==> config.mk <==
export PLATFORM = sky130hd
export DESIGN_NAME = stream_crossfade_manager
export DESIGN_NICKNAME = d
export VERILOG_FILES = /design/src/design/scm_pkg.sv /design/src/design/scm_alu.sv /design/src/design/scm_fade_table.sv /design/src/design/stream_crossfade_manager.sv
export SDC_FILE = /design/constraint.sdc
export NUM_CORES = 1
export LEC_CHECK = 0
export CORE_MARGIN = 2
export CORE_UTILIZATION = 25
export CTS_BUF_LIST = sky130_fd_sc_hd__clkbuf_16
export CTS_CLUSTER_DIAMETER = 80
export DETAILED_ROUTE_END_ITERATION = 8
export DONT_BUFFER_PORTS = 1
export PLACE_DENSITY = 0.41
export SETUP_SLACK_MARGIN = 0.3
export SLEW_MARGIN = 30
export SYNTH_ARGS = -nofsm -noshare
export SYNTH_HDL_FRONTEND = slang
export SYNTH_HIERARCHICAL = 1
export SYNTH_SLANG_ARGS = --single-unit
==> constraint.sdc <==
create_clock -name clk -period 22.5 [get_ports clk]
set_input_delay 4.5 -clock clk [delete_from_list [all_inputs] [get_ports clk]]
set_output_delay 4.5 -clock clk [all_outputs]
set_load 0.01 [all_outputs]
==> src/design/scm_pkg.sv <==
package scm_pkg;

    // Default number of fade-out slots.
    localparam int SCM_FADE_SLOTS = 8;

    // Input opcodes.
    localparam logic [1:0] OP_TICK      = 2'd0;
    localparam logic [1:0] OP_PLAY      = 2'd1;
    localparam logic [1:0] OP_STOP      = 2'd2;
    localparam logic [1:0] OP_FULL_STOP = 2'd3;

    // Result actions.
    localparam logic [1:0] ACT_START  = 2'd0;
    localparam logic [1:0] ACT_VOLUME = 2'd1;
    localparam logic [1:0] ACT_STOP   = 2'd2;

    // Configuration register indexes.
    localparam logic REG_FADE_STEP  = 1'b0;
    localparam logic REG_MAX_VOLUME = 1'b1;

    // Reset values and full-scale level, Q0.16.
    localparam logic [15:0] FADE_STEP_RESET  = 16'd655;
    localparam logic [15:0] MAX_VOLUME_RESET = 16'hFFFF;
    localparam logic [15:0] LEVEL_FULL       = 16'hFFFF;

    typedef struct packed {
        logic [1:0] opcode;
        logic [7:0] stream_id;
    } scm_in_t;

    typedef struct packed {
        logic [7:0]  target_id;
        logic [1:0]  action;
        logic [15:0] level;
        logic        last;
    } scm_out_t;

    // One fade table slot.
    typedef struct packed {
        logic [7:0]  id;
        logic [15:0] level;
    } scm_entry_t;

    typedef enum logic [2:0] {
        TBL_NONE,
        TBL_APPEND,
        TBL_DROP,
        TBL_SET_LEVEL,
        TBL_CLEAR
    } scm_tbl_op_t;

    typedef struct packed {
        scm_tbl_op_t op;
        scm_entry_t  entry;
    } scm_tbl_cmd_t;

    typedef enum logic {
        ALU_ADD,
        ALU_SUB
    } scm_alu_mode_t;

    typedef struct packed {
        scm_alu_mode_t mode;
        logic [15:0]   a;
        logic [15:0]   b;
    } scm_alu_req_t;

    typedef struct packed {
        logic [15:0] value;
        logic        borrow;
        logic        zero;
    } scm_alu_rsp_t;

    typedef enum logic [3:0] {
        ST_IDLE,
        ST_PLAY_CHECK,
        ST_PUSH,
        ST_PLAY_SCAN,
        ST_PLAY_START,
        ST_PLAY_VOLUME,
        ST_TICK_CMP,
        ST_TICK_ADD,
        ST_TICK_FADE,
        ST_FSTOP_CUR,
        ST_FSTOP_FADE,
        ST_FINISH
    } scm_state_t;

endpackage

==> src/design/scm_alu.sv <==
module scm_alu (
    input  scm_pkg::scm_alu_req_t req,
    output scm_pkg::scm_alu_rsp_t rsp
);
    import scm_pkg::*;

    logic [15:0] b_op;
    logic        carry_in;
    logic [16:0] result;

    // One 16-bit adder; subtraction adds the complement plus one.
    assign b_op     = (req.mode == ALU_SUB) ? ~req.b : req.b;
    assign carry_in = (req.mode == ALU_SUB);
    assign result   = {1'b0, req.a} + {1'b0, b_op} + {16'd0, carry_in};

    // Addition saturates at full scale; subtraction reports borrow and zero.
    always_comb
    begin
        rsp = '0;
        case (req.mode)
            ALU_ADD:
            begin
                rsp.value  = result[16] ? LEVEL_FULL : result[15:0];
                rsp.borrow = 1'b0;
            end
            ALU_SUB:
            begin
                rsp.value  = result[15:0];
                rsp.borrow = ~result[16];
            end
            default:
            begin
                rsp.value  = result[15:0];
                rsp.borrow = 1'b0;
            end
        endcase
        rsp.zero = (result[15:0] == 16'd0);
    end

endmodule

==> src/design/scm_fade_table.sv <==
module scm_fade_table #(
    parameter int SLOTS = scm_pkg::SCM_FADE_SLOTS,
    localparam int IDX_W = (SLOTS > 1) ? $clog2(SLOTS) : 1,
    localparam int CNT_W = $clog2(SLOTS + 1)
) (
    input  logic                  clk,
    input  logic                  rst_n,
    input  scm_pkg::scm_tbl_cmd_t cmd,
    input  logic [IDX_W-1:0]      cmd_idx,
    input  logic [IDX_W-1:0]      rd_idx,
    output scm_pkg::scm_entry_t   rd_entry,
    output logic [CNT_W-1:0]      count
);
    import scm_pkg::*;

    scm_entry_t       entries_reg  [SLOTS];
    scm_entry_t       entries_next [SLOTS];
    logic [CNT_W-1:0] count_reg;
    logic [CNT_W-1:0] count_next;

    // The table stays packed: oldest slot at index 0, newest at count-1.
    always_comb
    begin
        entries_next = entries_reg;
        count_next   = count_reg;
        case (cmd.op)
            TBL_APPEND:
            begin
                for (int j = 0; j < SLOTS; j++)
                begin
                    if (CNT_W'(j) == count_reg)
                    begin
                        entries_next[j] = cmd.entry;
                    end
                end
                count_next = count_reg + CNT_W'(1);
            end
            TBL_DROP:
            begin
                // Every slot above the dropped one moves down by one.
                for (int j = 0; j < SLOTS - 1; j++)
                begin
                    if (IDX_W'(j) >= cmd_idx)
                    begin
                        entries_next[j] = entries_reg[j + 1];
                    end
                end
                count_next = count_reg - CNT_W'(1);
            end
            TBL_SET_LEVEL:
            begin
                for (int j = 0; j < SLOTS; j++)
                begin
                    if (IDX_W'(j) == cmd_idx)
                    begin
                        entries_next[j].level = cmd.entry.level;
                    end
                end
            end
            TBL_CLEAR:
            begin
                count_next = '0;
            end
            default:
            begin
            end
        endcase
    end

    always_ff @(posedge clk or negedge rst_n)
    begin
        if (!rst_n)
        begin
            count_reg <= '0;
        end
        else
        begin
            count_reg <= count_next;
        end
    end

    // Slot contents are undefined until written and need no reset.
    always_ff @(posedge clk)
    begin
        entries_reg <= entries_next;
    end

    assign rd_entry = entries_reg[rd_idx];
    assign count    = count_reg;

    // The fill count never passes the number of slots.
    assert property (@(posedge clk) disable iff (!rst_n)
        count_reg <= CNT_W'(SLOTS))
        else $error("fade table count above slot count");

    // An append only lands in a table with a free slot.
    assert property (@(posedge clk) disable iff (!rst_n)
        (cmd.op == TBL_APPEND) |-> (count_reg < CNT_W'(SLOTS)))
        else $error("append into a full fade table");

    // Drops and level updates only touch occupied slots.
    assert property (@(posedge clk) disable iff (!rst_n)
        (cmd.op == TBL_DROP || cmd.op == TBL_SET_LEVEL) |-> (CNT_W'(cmd_idx) < count_reg))
        else $error("fade table access beyond fill count");

endmodule

==> src/design/stream_crossfade_manager.sv <==
// Crossfade manager: keeps one current stream and a table of FADE_SLOTS streams that are fading
// out, and turns tick, play, stop and full stop commands into start, set volume and stop
// transfers, the last transfer of each command flagged by last. One command is handled at a
// time and in_stall stays high until its final transfer has been handed to the output
// register. All id compares and level arithmetic go through one shared 16-bit add/subtract
// unit, and the fade table is walked one slot per cycle unless out_stall holds a result back.
module stream_crossfade_manager #(
    parameter int FADE_SLOTS = scm_pkg::SCM_FADE_SLOTS
) (
    input  logic              clk,
    input  logic              rst_n,
    input  logic              cfg_wr_en,
    input  logic              cfg_index,
    input  logic [15:0]       cfg_data,
    input  logic              in_valid,
    output logic              in_stall,
    input  scm_pkg::scm_in_t  in_data,
    output logic              out_valid,
    input  logic              out_stall,
    output scm_pkg::scm_out_t out_data
);
    import scm_pkg::*;

    localparam int IDX_W = (FADE_SLOTS > 1) ? $clog2(FADE_SLOTS) : 1;
    localparam int CNT_W = $clog2(FADE_SLOTS + 1);

    scm_state_t       state_reg;
    scm_state_t       state_next;
    logic [IDX_W-1:0] k_reg;
    logic [IDX_W-1:0] k_next;
    logic [1:0]       op_reg;
    logic [7:0]       id_reg;
    logic             found_reg;
    logic             found_next;
    logic [15:0]      lvl_reg;
    logic [15:0]      lvl_next;
    logic             cur_valid_reg;
    logic             cur_valid_next;
    logic [7:0]       cur_id_reg;
    logic [7:0]       cur_id_next;
    logic [15:0]      cur_level_reg;
    logic [15:0]      cur_level_next;
    logic [15:0]      fade_step_reg;
    logic [15:0]      max_volume_reg;

    logic             out_valid_reg;
    logic             out_valid_next;
    scm_out_t         out_data_reg;
    scm_out_t         out_data_next;
    logic             pend_valid_reg;
    logic             pend_valid_next;
    scm_out_t         pend_data_reg;
    scm_out_t         pend_data_next;

    scm_alu_req_t     alu_req;
    scm_alu_rsp_t     alu_rsp;
    scm_tbl_cmd_t     tbl_cmd;
    logic [IDX_W-1:0] tbl_idx;
    logic [IDX_W-1:0] rd_idx;
    scm_entry_t       rd_entry;
    logic [CNT_W-1:0] tbl_count;
    logic [CNT_W-1:0] cnt_m1;

    logic             in_accept;
    logic             out_free;
    logic             emit_ok;
    logic             emit;
    scm_out_t         emit_item;
    logic             flush;
    logic             tbl_full;
    logic             tbl_empty;
    logic             k_zero;
    logic             k_last;
    logic             ids_equal;
    logic             cur_same;
    logic             rise_ok;
    logic             fade_gt;

    scm_alu u_alu (
        .req (alu_req),
        .rsp (alu_rsp)
    );

    scm_fade_table #(
        .SLOTS (FADE_SLOTS)
    ) u_fade_table (
        .clk      (clk),
        .rst_n    (rst_n),
        .cmd      (tbl_cmd),
        .cmd_idx  (tbl_idx),
        .rd_idx   (rd_idx),
        .rd_entry (rd_entry),
        .count    (tbl_count)
    );

    // Handshake and status terms.
    assign in_stall  = (state_reg != ST_IDLE);
    assign in_accept = in_valid && !in_stall;
    assign out_free  = !out_valid_reg || !out_stall;
    assign emit_ok   = !pend_valid_reg || out_free;
    assign flush     = (state_reg == ST_FINISH) && pend_valid_reg && out_free;

    assign tbl_full  = (tbl_count == CNT_W'(FADE_SLOTS));
    assign tbl_empty = (tbl_count == '0);
    assign cnt_m1    = tbl_count - CNT_W'(1);
    assign k_zero    = (k_reg == '0);
    assign k_last    = (CNT_W'(k_reg) == cnt_m1);

    assign ids_equal = alu_rsp.zero;
    assign cur_same  = cur_valid_reg && alu_rsp.zero;
    assign rise_ok   = cur_valid_reg && alu_rsp.borrow;
    assign fade_gt   = !alu_rsp.borrow && !alu_rsp.zero;

    // The eviction on a push reads the oldest slot; every other walk reads slot k.
    assign rd_idx = (state_reg == ST_PUSH) ? '0 : k_reg;

    // Operand selection for the shared unit.
    always_comb
    begin
        alu_req.mode = ALU_ADD;
        alu_req.a    = '0;
        alu_req.b    = '0;
        case (state_reg)
            ST_PLAY_CHECK:
            begin
                alu_req.mode = ALU_SUB;
                alu_req.a    = {8'd0, cur_id_reg};
                alu_req.b    = {8'd0, id_reg};
            end
            ST_PLAY_SCAN:
            begin
                alu_req.mode = ALU_SUB;
                alu_req.a    = {8'd0, rd_entry.id};
                alu_req.b    = {8'd0, id_reg};
            end
            ST_TICK_CMP:
            begin
                alu_req.mode = ALU_SUB;
                alu_req.a    = cur_level_reg;
                alu_req.b    = max_volume_reg;
            end
            ST_TICK_ADD:
            begin
                alu_req.mode = ALU_ADD;
                alu_req.a    = cur_level_reg;
                alu_req.b    = fade_step_reg;
            end
            ST_TICK_FADE:
            begin
                alu_req.mode = ALU_SUB;
                alu_req.a    = rd_entry.level;
                alu_req.b    = fade_step_reg;
            end
            default:
            begin
            end
        endcase
    end

    // Sequencer next state.
    always_comb
    begin
        state_next = state_reg;
        case (state_reg)
            ST_IDLE:
            begin
                if (in_accept)
                begin
                    case (in_data.opcode)
                        OP_TICK:      state_next = ST_TICK_CMP;
                        OP_PLAY:      state_next = ST_PLAY_CHECK;
                        OP_STOP:      state_next = cur_valid_reg ? ST_PUSH : ST_FINISH;
                        OP_FULL_STOP: state_next = ST_FSTOP_CUR;
                        default:      state_next = ST_IDLE;
                    endcase
                end
            end
            ST_PLAY_CHECK:
            begin
                if (cur_same)
                    state_next = ST_FINISH;
                else if (cur_valid_reg)
                    state_next = ST_PUSH;
                else if (tbl_empty)
                    state_next = ST_PLAY_START;
                else
                    state_next = ST_PLAY_SCAN;
            end
            ST_PUSH:
            begin
                if (!tbl_full)
                    state_next = (op_reg == OP_PLAY) ? ST_PLAY_SCAN : ST_FINISH;
            end
            ST_PLAY_SCAN:
            begin
                if (k_zero)
                    state_next = (found_reg || ids_equal) ? ST_FINISH : ST_PLAY_START;
            end
            ST_PLAY_START:
            begin
                if (emit_ok)
                    state_next = ST_PLAY_VOLUME;
            end
            ST_PLAY_VOLUME:
            begin
                if (emit_ok)
                    state_next = ST_FINISH;
            end
            ST_TICK_CMP:
            begin
                if (rise_ok)
                    state_next = ST_TICK_ADD;
                else
                    state_next = tbl_empty ? ST_FINISH : ST_TICK_FADE;
            end
            ST_TICK_ADD:
            begin
                if (emit_ok)
                    state_next = tbl_empty ? ST_FINISH : ST_TICK_FADE;
            end
            ST_TICK_FADE:
            begin
                if (emit_ok && k_zero)
                    state_next = ST_FINISH;
            end
            ST_FSTOP_CUR:
            begin
                if (!cur_valid_reg || emit_ok)
                    state_next = tbl_empty ? ST_FINISH : ST_FSTOP_FADE;
            end
            ST_FSTOP_FADE:
            begin
                if (emit_ok && k_last)
                    state_next = ST_FINISH;
            end
            ST_FINISH:
            begin
                if (!pend_valid_reg || out_free)
                    state_next = ST_IDLE;
            end
            default:
            begin
                state_next = ST_IDLE;
            end
        endcase
    end

    // Sequencer outputs: table commands, current stream updates and results.
    always_comb
    begin
        k_next         = k_reg;
        found_next     = found_reg;
        lvl_next       = lvl_reg;
        cur_valid_next = cur_valid_reg;
        cur_id_next    = cur_id_reg;
        cur_level_next = cur_level_reg;
        tbl_cmd        = '0;
        tbl_cmd.op     = TBL_NONE;
        tbl_idx        = k_reg;
        emit           = 1'b0;
        emit_item      = '0;
        case (state_reg)
            ST_PLAY_CHECK:
            begin
                found_next = 1'b0;
                if (!cur_valid_reg && !tbl_empty)
                    k_next = cnt_m1[IDX_W-1:0];
            end
            ST_PUSH:
            begin
                if (tbl_full)
                begin
                    // Evict the oldest slot to make room.
                    if (emit_ok)
                    begin
                        emit                = 1'b1;
                        emit_item.target_id = rd_entry.id;
                        emit_item.action    = ACT_STOP;
                        tbl_cmd.op          = TBL_DROP;
                        tbl_idx             = '0;
                    end
                end
                else
                begin
                    tbl_cmd.op          = TBL_APPEND;
                    tbl_cmd.entry.id    = cur_id_reg;
                    tbl_cmd.entry.level = cur_level_reg;
                    cur_valid_next      = 1'b0;
                    cur_id_next         = '0;
                    cur_level_next      = '0;
                    k_next              = tbl_count[IDX_W-1:0];
                end
            end
            ST_PLAY_SCAN:
            begin
                // Newest to oldest: drop every copy, keep the oldest copy's level.
                if (ids_equal)
                begin
                    tbl_cmd.op = TBL_DROP;
                    found_next = 1'b1;
                    lvl_next   = rd_entry.level;
                end
                if (k_zero)
                begin
                    if (found_reg || ids_equal)
                    begin
                        cur_valid_next = 1'b1;
                        cur_id_next    = id_reg;
                        cur_level_next = ids_equal ? rd_entry.level : lvl_reg;
                    end
                end
                else
                begin
                    k_next = k_reg - IDX_W'(1);
                end
            end
            ST_PLAY_START:
            begin
                if (emit_ok)
                begin
                    emit                = 1'b1;
                    emit_item.target_id = id_reg;
                    emit_item.action    = ACT_START;
                    cur_valid_next      = 1'b1;
                    cur_id_next         = id_reg;
                    cur_level_next      = '0;
                end
            end
            ST_PLAY_VOLUME:
            begin
                if (emit_ok)
                begin
                    emit                = 1'b1;
                    emit_item.target_id = id_reg;
                    emit_item.action    = ACT_VOLUME;
                end
            end
            ST_TICK_CMP:
            begin
                if (!rise_ok && !tbl_empty)
                    k_next = cnt_m1[IDX_W-1:0];
            end
            ST_TICK_ADD:
            begin
                if (emit_ok)
                begin
                    emit                = 1'b1;
                    emit_item.target_id = cur_id_reg;
                    emit_item.action    = ACT_VOLUME;
                    emit_item.level     = alu_rsp.value;
                    cur_level_next      = alu_rsp.value;
                    if (!tbl_empty)
                        k_next = cnt_m1[IDX_W-1:0];
                end
            end
            ST_TICK_FADE:
            begin
                if (emit_ok)
                begin
                    emit                = 1'b1;
                    emit_item.target_id = rd_entry.id;
                    if (fade_gt)
                    begin
                        emit_item.action    = ACT_VOLUME;
                        emit_item.level     = alu_rsp.value;
                        tbl_cmd.op          = TBL_SET_LEVEL;
                        tbl_cmd.entry.level = alu_rsp.value;
                    end
                    else
                    begin
                        emit_item.action = ACT_STOP;
                        tbl_cmd.op       = TBL_DROP;
                    end
                    if (!k_zero)
                        k_next = k_reg - IDX_W'(1);
                end
            end
            ST_FSTOP_CUR:
            begin
                k_next = '0;
                if (cur_valid_reg && emit_ok)
                begin
                    emit                = 1'b1;
                    emit_item.target_id = cur_id_reg;
                    emit_item.action    = ACT_STOP;
                    cur_valid_next      = 1'b0;
                    cur_id_next         = '0;
                    cur_level_next      = '0;
                end
            end
            ST_FSTOP_FADE:
            begin
                if (emit_ok)
                begin
                    emit                = 1'b1;
                    emit_item.target_id = rd_entry.id;
                    emit_item.action    = ACT_STOP;
                    if (k_last)
                        tbl_cmd.op = TBL_CLEAR;
                    else
                        k_next = k_reg + IDX_W'(1);
                end
            end
            default:
            begin
            end
        endcase
    end

    // One result is held back until the next one appears, so the final
    // result of a command can carry last when the command ends.
    always_comb
    begin
        out_valid_next  = out_valid_reg && out_stall;
        out_data_next   = out_data_reg;
        pend_valid_next = pend_valid_reg;
        pend_data_next  = pend_data_reg;
        if (emit)
        begin
            if (pend_valid_reg)
            begin
                out_valid_next = 1'b1;
                out_data_next  = pend_data_reg;
            end
            pend_valid_next = 1'b1;
            pend_data_next  = emit_item;
        end
        else if (flush)
        begin
            out_valid_next     = 1'b1;
            out_data_next      = pend_data_reg;
            out_data_next.last = 1'b1;
            pend_valid_next    = 1'b0;
        end
    end

    // Control and stream state.
    always_ff @(posedge clk or negedge rst_n)
    begin
        if (!rst_n)
        begin
            state_reg      <= ST_IDLE;
            k_reg          <= '0;
            found_reg      <= 1'b0;
            cur_valid_reg  <= 1'b0;
            cur_id_reg     <= '0;
            cur_level_reg  <= '0;
            out_valid_reg  <= 1'b0;
            pend_valid_reg <= 1'b0;
        end
        else
        begin
            state_reg      <= state_next;
            k_reg          <= k_next;
            found_reg      <= found_next;
            cur_valid_reg  <= cur_valid_next;
            cur_id_reg     <= cur_id_next;
            cur_level_reg  <= cur_level_next;
            out_valid_reg  <= out_valid_next;
            pend_valid_reg <= pend_valid_next;
        end
    end

    // Configuration registers.
    always_ff @(posedge clk or negedge rst_n)
    begin
        if (!rst_n)
        begin
            fade_step_reg  <= FADE_STEP_RESET;
            max_volume_reg <= MAX_VOLUME_RESET;
        end
        else if (cfg_wr_en)
        begin
            case (cfg_index)
                REG_FADE_STEP:  fade_step_reg  <= cfg_data;
                REG_MAX_VOLUME: max_volume_reg <= cfg_data;
                default:
                begin
                end
            endcase
        end
    end

    // Command and result payloads.
    always_ff @(posedge clk)
    begin
        if (in_accept)
        begin
            op_reg <= in_data.opcode;
            id_reg <= in_data.stream_id;
        end
        lvl_reg       <= lvl_next;
        out_data_reg  <= out_data_next;
        pend_data_reg <= pend_data_next;
    end

    assign out_valid = out_valid_reg;
    assign out_data  = out_data_reg;

    // No result is left behind once the block is ready for a new command.
    assert property (@(posedge clk) disable iff (!rst_n)
        (state_reg == ST_IDLE) |-> !pend_valid_reg)
        else $error("held result left over in idle");

    // Table walks only visit occupied slots.
    assert property (@(posedge clk) disable iff (!rst_n)
        (state_reg == ST_TICK_FADE || state_reg == ST_PLAY_SCAN || state_reg == ST_FSTOP_FADE)
        |-> (CNT_W'(k_reg) < tbl_count))
        else $error("table walk index beyond fill count");

    // The closing transfer of a command carries the last flag.
    assert property (@(posedge clk) disable iff (!rst_n)
        flush |=> (out_valid_reg && out_data_reg.last))
        else $error("final result of a command not marked last");

endmodule

==> results of run 1 <==
-- worst paths after layout --
kind / from / to / cells past startpoint
min: pend_data_reg[7]$_DFFE_PP_ / out_data[7]$_DFFE_PP_ / 0
min in group asynchronous: rst_n / state_reg[1]$_DFFE_PN0P_ / 0
max reg2reg: state_reg[0]$_DFFE_PN0P_ / u_fade_table/entries_reg[143]$_DFFE_PP_ / 26
max: state_reg[0]$_DFFE_PN0P_ / u_fade_table/entries_reg[143]$_DFFE_PP_ / 26
max in group asynchronous: rst_n / max_volume_reg[12]$_DFFE_PN1P_ / 0
min reg2reg: pend_data_reg[7]$_DFFE_PP_ / out_data[7]$_DFFE_PP_ / 0
-- layout by cell type, fill, tap and decap left out, types with 8 or more instances in the layout --
cell type and n:
and2_1 14, inv_1 52, and2_4 17, o21a_1 8, a21oi_1 34, dfstp_2 22
clkinv_1 10, dfrtp_1 49, buf_4 28, mux2_2 78, a22o_1 41, xnor2_1 8
ha_1 22, nor2_1 36, nand2b_1 9, xor2_1 26, a222oi_1 8, a21o_1 174
nor3_1 9, clkbuf_16 44, o21ai_0 20, nor2b_1 27, nand2_1 71, mux4_2 48
a22oi_1 40, mux2i_1 23, edfxtp_1 271, nand3_1 10
-- layer usage --
| layer | GRT usage | vias up |
|---|---|---|
| met5 | 0 | - |
| li1 | - | 5131 |
| met3 | 0.0215 | 66 |
| met2 | 0.219 | 273 |
| met1 | 0.184 | 5805 |
| met4 | 0.0438 | 0 |
-- area by class of cell --
| class | instances | area (um2) | share of cell area |
|---|---|---|---|
| timing repair buffer | 29 | 221 | 0.0110 |
| clock inverter | 30 | 196 | 0.00975 |
| tap | 950 | 1190 | 0.0590 |
| sequential | 342 | 9940 | 0.494 |
| multi-input combinational | 858 | 7310 | 0.363 |
| antenna | 1 | 2.50 | 0.000124 |
| inverter | 46 | 173 | 0.00857 |
| clock buffer | 44 | 1100 | 0.0547 |
-- power by group --
part,leakage [nW],total [mW],internal [mW],switching (mW)
clock network,0.659,0.642,0.375,0.267
logic,4.34,1.50,0.588,0.913
registers,3.40,1.11,0.979,0.133
-- metrics by stage --
step	power (mW)	area (um2)
after floorplan	2.17	18000
after global placement	2.64	18800
after detailed placement	2.64	18800
after CTS	3.30	20100
after global routing	3.46	20100
final	3.25	20100
-- cell families after synthesis --
family,count (synthesis)
AO/OA/AOI/OAI,399
adder cells (fa/ha/maj),24
XOR/XNOR,34
flip-flops,342
AND/OR/NAND/NOR,252
multiplexers,149
buffers and inverters,160
-- critical path, delay by kind of cell (launching register included) --
family | cells | cell delay (ps)
compound gates | 6 | 1820
fa+ha+maj | 1 | 290
flops | 1 | 870
buf+inv | 3 | 1600
simple gates | 13 | 3770
mux | 3 | 1200
==> impl_results.md, run 1 <==
- Initial core utilization: 0.252
- CTS tree: built
- Share of cells above drive strength 1: 0.215
- Total iterations of the first detailed-routing run: 5
- Setup Viol. Count Final: 0
- Vias/cell: 4.90
- IO buf count: 0
- Main synth FF type: edfxtp_1
- Worst slew pin tran: 932 ps
- Area Growth Syn to Fin: 12.1%
- Max FFs per register: 192
- Power Dens Cells: 162 nW/um2
- Met2 WL: 24.0 mm
- Placed Cells: 2225
- Clock Tree Buf Depth: 3
- Max Slew Vio Count: 0
- Seq/Total Area, Yosys: 0.554
- Post-route ant nets: 0
- Crit path launch type: register
- Cells after synthesis: 1360
- Async SR Flop Fraction: 0.208
- Achievable Freq: 0.101 GHz
- Drt wl/cell: 21.9 um
- Number of remaining DRC errors: 0
- Postcts setup bufs: 0
- Synth Area in Compound Gates: 0.167
- Cell accounting for the most synthesized area: edfxtp_1
- Slowest-stage cell, CP: dfrtp_1
- Post-CTS Resized: 0
- Max layer used: met4
- Setup crit end kind: register
- Max incr delay on CP: 870 ps
- Post-Route Utilization: 0.282
- Peak supply drop: 57.2 uV
- First-pass GRT wire length: 76.1 mm
- Core ar.: 71400 um2
- Drt first-iter violations: 888
- DIE AREA: 74000 um2
- EDFF count, synth: 271
- Max Fanout on Critical Path: 102
- Drt total wl: 50.3 mm
- Synth cell types: 81
- Crit path DAT: 10180 ps
- WL met3: 2.07 mm
- Setup slack, reg-to-reg: 12590 ps
- Synth Area in Adders: 0.0176
- Largest family of logic cells by synthesized area: compound AO/OA/AOI/OAI gates
- Status: finished clean
- CTS Hold Bufs: 0
- Final GP Congestion: 0.840
- Yosys reg bits: 342
- CTS Buf Count: 41
- Vias: 11300
- Met1 WL: 23.0 mm
- Post-Syn Area: 18000 um2
- Die Y-Extent: 272 um
- Rel. slew slack: 0.378
- Synth top area share: 0.453
- Clock Sinks: 342
- Final nets: 1374
- Critical Path RT: 22770 ps
- Syn Area/Cell: 13.2 um2
- Hold slack: 421 ps
- Initial antenna violation count: 1
- Largest net degree at the start of global routing: 103
- Minimum setup slack after placement: 12370 ps
- Simple-Gate Fraction of Synth Area: 0.0774
- Post-detail-place hpwl: 33.2 mm
- Post-Synthesis Net Count: 1416
- Final WS setup: 12590 ps
- Crit share post-route: 0.440
- Hold Crit Class: register to register
- Gr ovfl total: 0
- Ranking of synthesized cells by area: edfxtp_1, a21o_1, dfrtp_1
- H-tree depth: 2
- LEAKAGE: 8.40 nW
- RSZ-0062 raised after global routing: no
- Setup CP Type: register to register
- Clk slew on worst S/H paths: 60 ps
- Final min period: 9910 ps
- Die Width: 272 um
- Final std cells w/o fill: 2300
- Clock Latency Late Sink: 560 ps
- Vias in the first global route: 11800
- Max cap viols: 0
- Root Driver: clkbuf_16
- # rows: 98
- Setup Skew: 12.4 ps
- Setup TNS: 0 ps
- I/O Pins: 61
- Hold Fails Final Rpt: 0
- Post-synth top cells: edfxtp_1, a21o_1, mux2_2
- Proportion of synthesized area in mux cells: 0.122
- Syn. warnings: 6
- Most frequent cell after synthesis: edfxtp_1
- GRT Total Usage: 0.135
- Xor and xnor fraction of the mapped netlist area: 0.0166
- Layout fillers: 7292
(Power assumes the default switching activity.)
==> run 2: changes to the inputs <==
--- a/config.mk
+++ b/config.mk
@@ -11,7 +11,7 @@
 export CTS_CLUSTER_DIAMETER = 80
 export DETAILED_ROUTE_END_ITERATION = 8
 export DONT_BUFFER_PORTS = 1
-export PLACE_DENSITY = 0.41
+export PLACE_DENSITY = 0.43
 export SETUP_SLACK_MARGIN = 0.3
 export SLEW_MARGIN = 30
 export SYNTH_ARGS = -nofsm -noshare
==> constraint.sdc (replaced) <==
create_clock -name clk -period 9 [get_ports clk]
set_input_delay 1.8 -clock clk [delete_from_list [all_inputs] [get_ports clk]]
set_output_delay 1.8 -clock clk [all_outputs]
set_load 0.01 [all_outputs]
==> run 2 against run 1 <==
  * Critical path depth down 2
  * Clock skew is 5.6 ps higher
  * Flip-flop and latch count is the same
  * Cell count rose by 0.52%
  * Clock power rose to 2.6 times the previous value
  * Core utilization grew 0.18 points
  * First-iteration DRC count fell by 12%
  * Sequential share of layout area down 0.31 points
  * Clock-buffer cell count down 2
  * Non-clock buffer count up 17
==> impl_results.md, run 2 (synthesis results as in run 1) <==
- LEAKAGE: 8.49 nW (+1.2%)
- Max layer used: met4
- Post-detail-place hpwl: 32.9 mm (-0.81%)
- First-pass GRT wire length: 73.8 mm (-3.0%)
- Met1 WL: 22.6 mm (-1.6%)
- CTS Hold Bufs: 0 (unchanged)
- Vias: 11200 (-0.73%)
- Max Fanout on Critical Path: 108 (+5.9%)
- Final nets: 1391 (+1.2%)
- Post-Route Utilization: 0.284 (+0.00177)
- Crit path DAT: 8270 ps (-1910 ps)
- Clock Latency Late Sink: 570 ps (about the same)
- Initial core utilization: 0.252 (unchanged)
- Switching share of power: 0.399 (-0.00417)
- Placed Cells: 2242 (+0.76%)
- # rows: 98 (unchanged)
- Achievable Freq: 0.128 GHz (+26%)
- Clock power share: 0.200 (+0.003)
- Power Dens Cells: 405 nW/um2 (+150%)
- Hold depth: 0 (unchanged)
- Total iterations of the first detailed-routing run: 7 (+2)
- Max cap viols: 0 (unchanged)
- RSZ-0062 raised after global routing: no
- Antenna Cells: 0 (-1)
- WL met3: 2.13 mm (+2.7%)
- Net Sw Power: 3.27 mW (+150%)
- Max Slew Vio Count: 0 (unchanged)
- Clk slew on worst S/H paths: 60 ps (about the same)
- Comb power frac: 0.466 (+0.005)
- Setup crit end kind: register
- Gr ovfl total: 0 (unchanged)
- Most common cell after layout, fill and taps aside: edfxtp_1
- Reg power frac: 0.334 (-0.008)
- FF/Latch Area: 9940 um2 (unchanged)
- Total power: 8.20 mW (+150%)
- Initial antenna violation count: 0 (-1)
- Hold Fails Final Rpt: 0 (unchanged)
- Drt total wl: 48.5 mm (-3.5%)
- Vias/cell: 4.84 (-1.2%)
- Max FFs per register: 192 (unchanged)
- Setup TNS: 0 ps (unchanged)
- Drt wl/cell: 21.0 um (-4.0%)
- Area of the multi-input gates: 7270 um2 (-0.60%)
- Share of cells above drive strength 1: 0.223 (+0.00823)
- Final std cells w/o fill: 2312 (+0.52%)
- Clock Sinks: 342 (unchanged)
- Peak supply drop: 170 uV (+200%)
- Final min period: 7840 ps (-2080 ps)
- Final GP Congestion: 0.860 (+2.4%)
- Crit path launch type: register
- Internal Dissipation: 4.92 mW (+150%)
- Crit share post-route: 0.871 (+0.430)
- Setup Viol. Count Final: 0 (unchanged)
- Rel. slew slack: 0.411 (+0.0336)
- Number of remaining DRC errors: 0 (unchanged)
- H-tree depth: 2 (unchanged)
- Vias in the first global route: 11500 (-2.1%)
- Root Driver: clkbuf_16
- Setup Skew: 18.0 ps (+5.61 ps)
- Worst slew pin tran: 883 ps (-48.3 ps)
- Largest net degree at the start of global routing: 109 (+5.8%)
- Post-CTS Resized: 0 (unchanged)
- Met2 WL: 22.7 mm (-5.3%)
- Critical Path RT: 9430 ps (-13340 ps)
- Setup CP Type: register to register
- Die Y-Extent: 272 um (unchanged)
- Setup slack, reg-to-reg: 1160 ps (-11420 ps)
- Reg2reg path depth: 24 (-7.7%)
- Core ar.: 71400 um2 (unchanged)
- Post-route ant nets: 0 (unchanged)
- Drt first-iter violations: 779 (-12%)
- Hold Crit Class: register to register
- Status: finished clean
- Clock Tree Buf Depth: 3 (unchanged)
- Area Growth Syn to Fin: 12.8%
- Postcts setup bufs: 0 (unchanged)
- Die Width: 272 um (unchanged)
- CTS tree: built
- DIE AREA: 74000 um2 (unchanged)
- IO buf count: 0 (unchanged)
- Commonest cells after routing, fill and taps aside: edfxtp_1, a21o_1, mux2_2
- I/O Pins: 61 (unchanged)
- CTS Buf Count: 41 (unchanged)
- GRT Total Usage: 0.130 (-0.00477)
- Layout fillers: 7267 (-0.34%)
-- run 2: cell types whose count changed in the layout (fill, tap and decap cells not counted), sizes merged --
cell / change
clkbuf: -2
clkinv: -9
buf: +17
bufinv: +2
inv: +5
diode: -1
-- run 2: final timing paths --
path,from,endpoint
worst max-delay path,state_reg[3]$_DFFE_PN0P_,u_fade_table/entries_reg[28]$_DFFE_PP_
worst min-delay path,pend_data_reg[13]$_DFFE_PP_,out_data[13]$_DFFE_PP_
worst max register to register,state_reg[3]$_DFFE_PN0P_,u_fade_table/entries_reg[28]$_DFFE_PP_
worst min register to register,pend_data_reg[13]$_DFFE_PP_,out_data[13]$_DFFE_PP_
max in group asynchronous,rst_n,fade_step_reg[0]$_DFFE_PN1P_
min in group asynchronous,rst_n,cur_level_reg[8]$_DFFE_PN0P_
-- run 2: cell type report --
class,count,area share
clock buffers,42,0.0519
clock inverters,28,0.0130
inverters,46,0.00852
multi-input cells,858,0.359
flip-flops and latches,342,0.491
well taps,950,0.0587
repair buffers,46,0.0186
-- run 2: power by group through the flow --
stage / combinational (mW) / sequential [mW] / clock [mW]
floorplan: 2.74 / 2.68 / 0
global placement: 3.83 / 2.77 / 0
detailed placement: 3.85 / 2.77 / 0
CTS: 3.87 / 2.74 / 1.69
global route: 4.16 / 2.80 / 1.76
finish: 3.82 / 2.74 / 1.64
-- run 2: critical path, cell delays in order, from the launching register on --
cell     delay [ps]
dfrtp_1         370
or2_2           360
nor2_1          560
nor2_4          210
buf_12          260
mux4_2          460
mux2_2          310
a22oi_1         230
nand2_1         140
mux2i_1         320
fa_1            270
nor2b_1          70
o31a_1          310
o21ai_0         250
a21oi_1         120
or3_1           340
a21oi_1         180
nand4_1         110
and4b_1         450
nand2_1         140
nand2_1         400
nor3b_2         430
buf_12          420
buf_4           620
a21o_1          210
-- run 2: per-layer routing --
layer / track usage / vias to the layer above
li1: - / 5141
met5: 0 / -
met2: 0.208 / 248
met4: 0.0386 / 0
met3: 0.0229 / 63
met1: 0.181 / 5741
-- run 2: through the flow --
stage	hold WS (ps)	area, um2	setup slack, ps
6_report	417	20300	1160
5_1_grt	424	20300	548
4_1_cts	419	20300	1150
3_5_place_dp	405	19000	1190
3_3_place_gp	404	18900	1260
2_1_floorplan	400	18000	1100
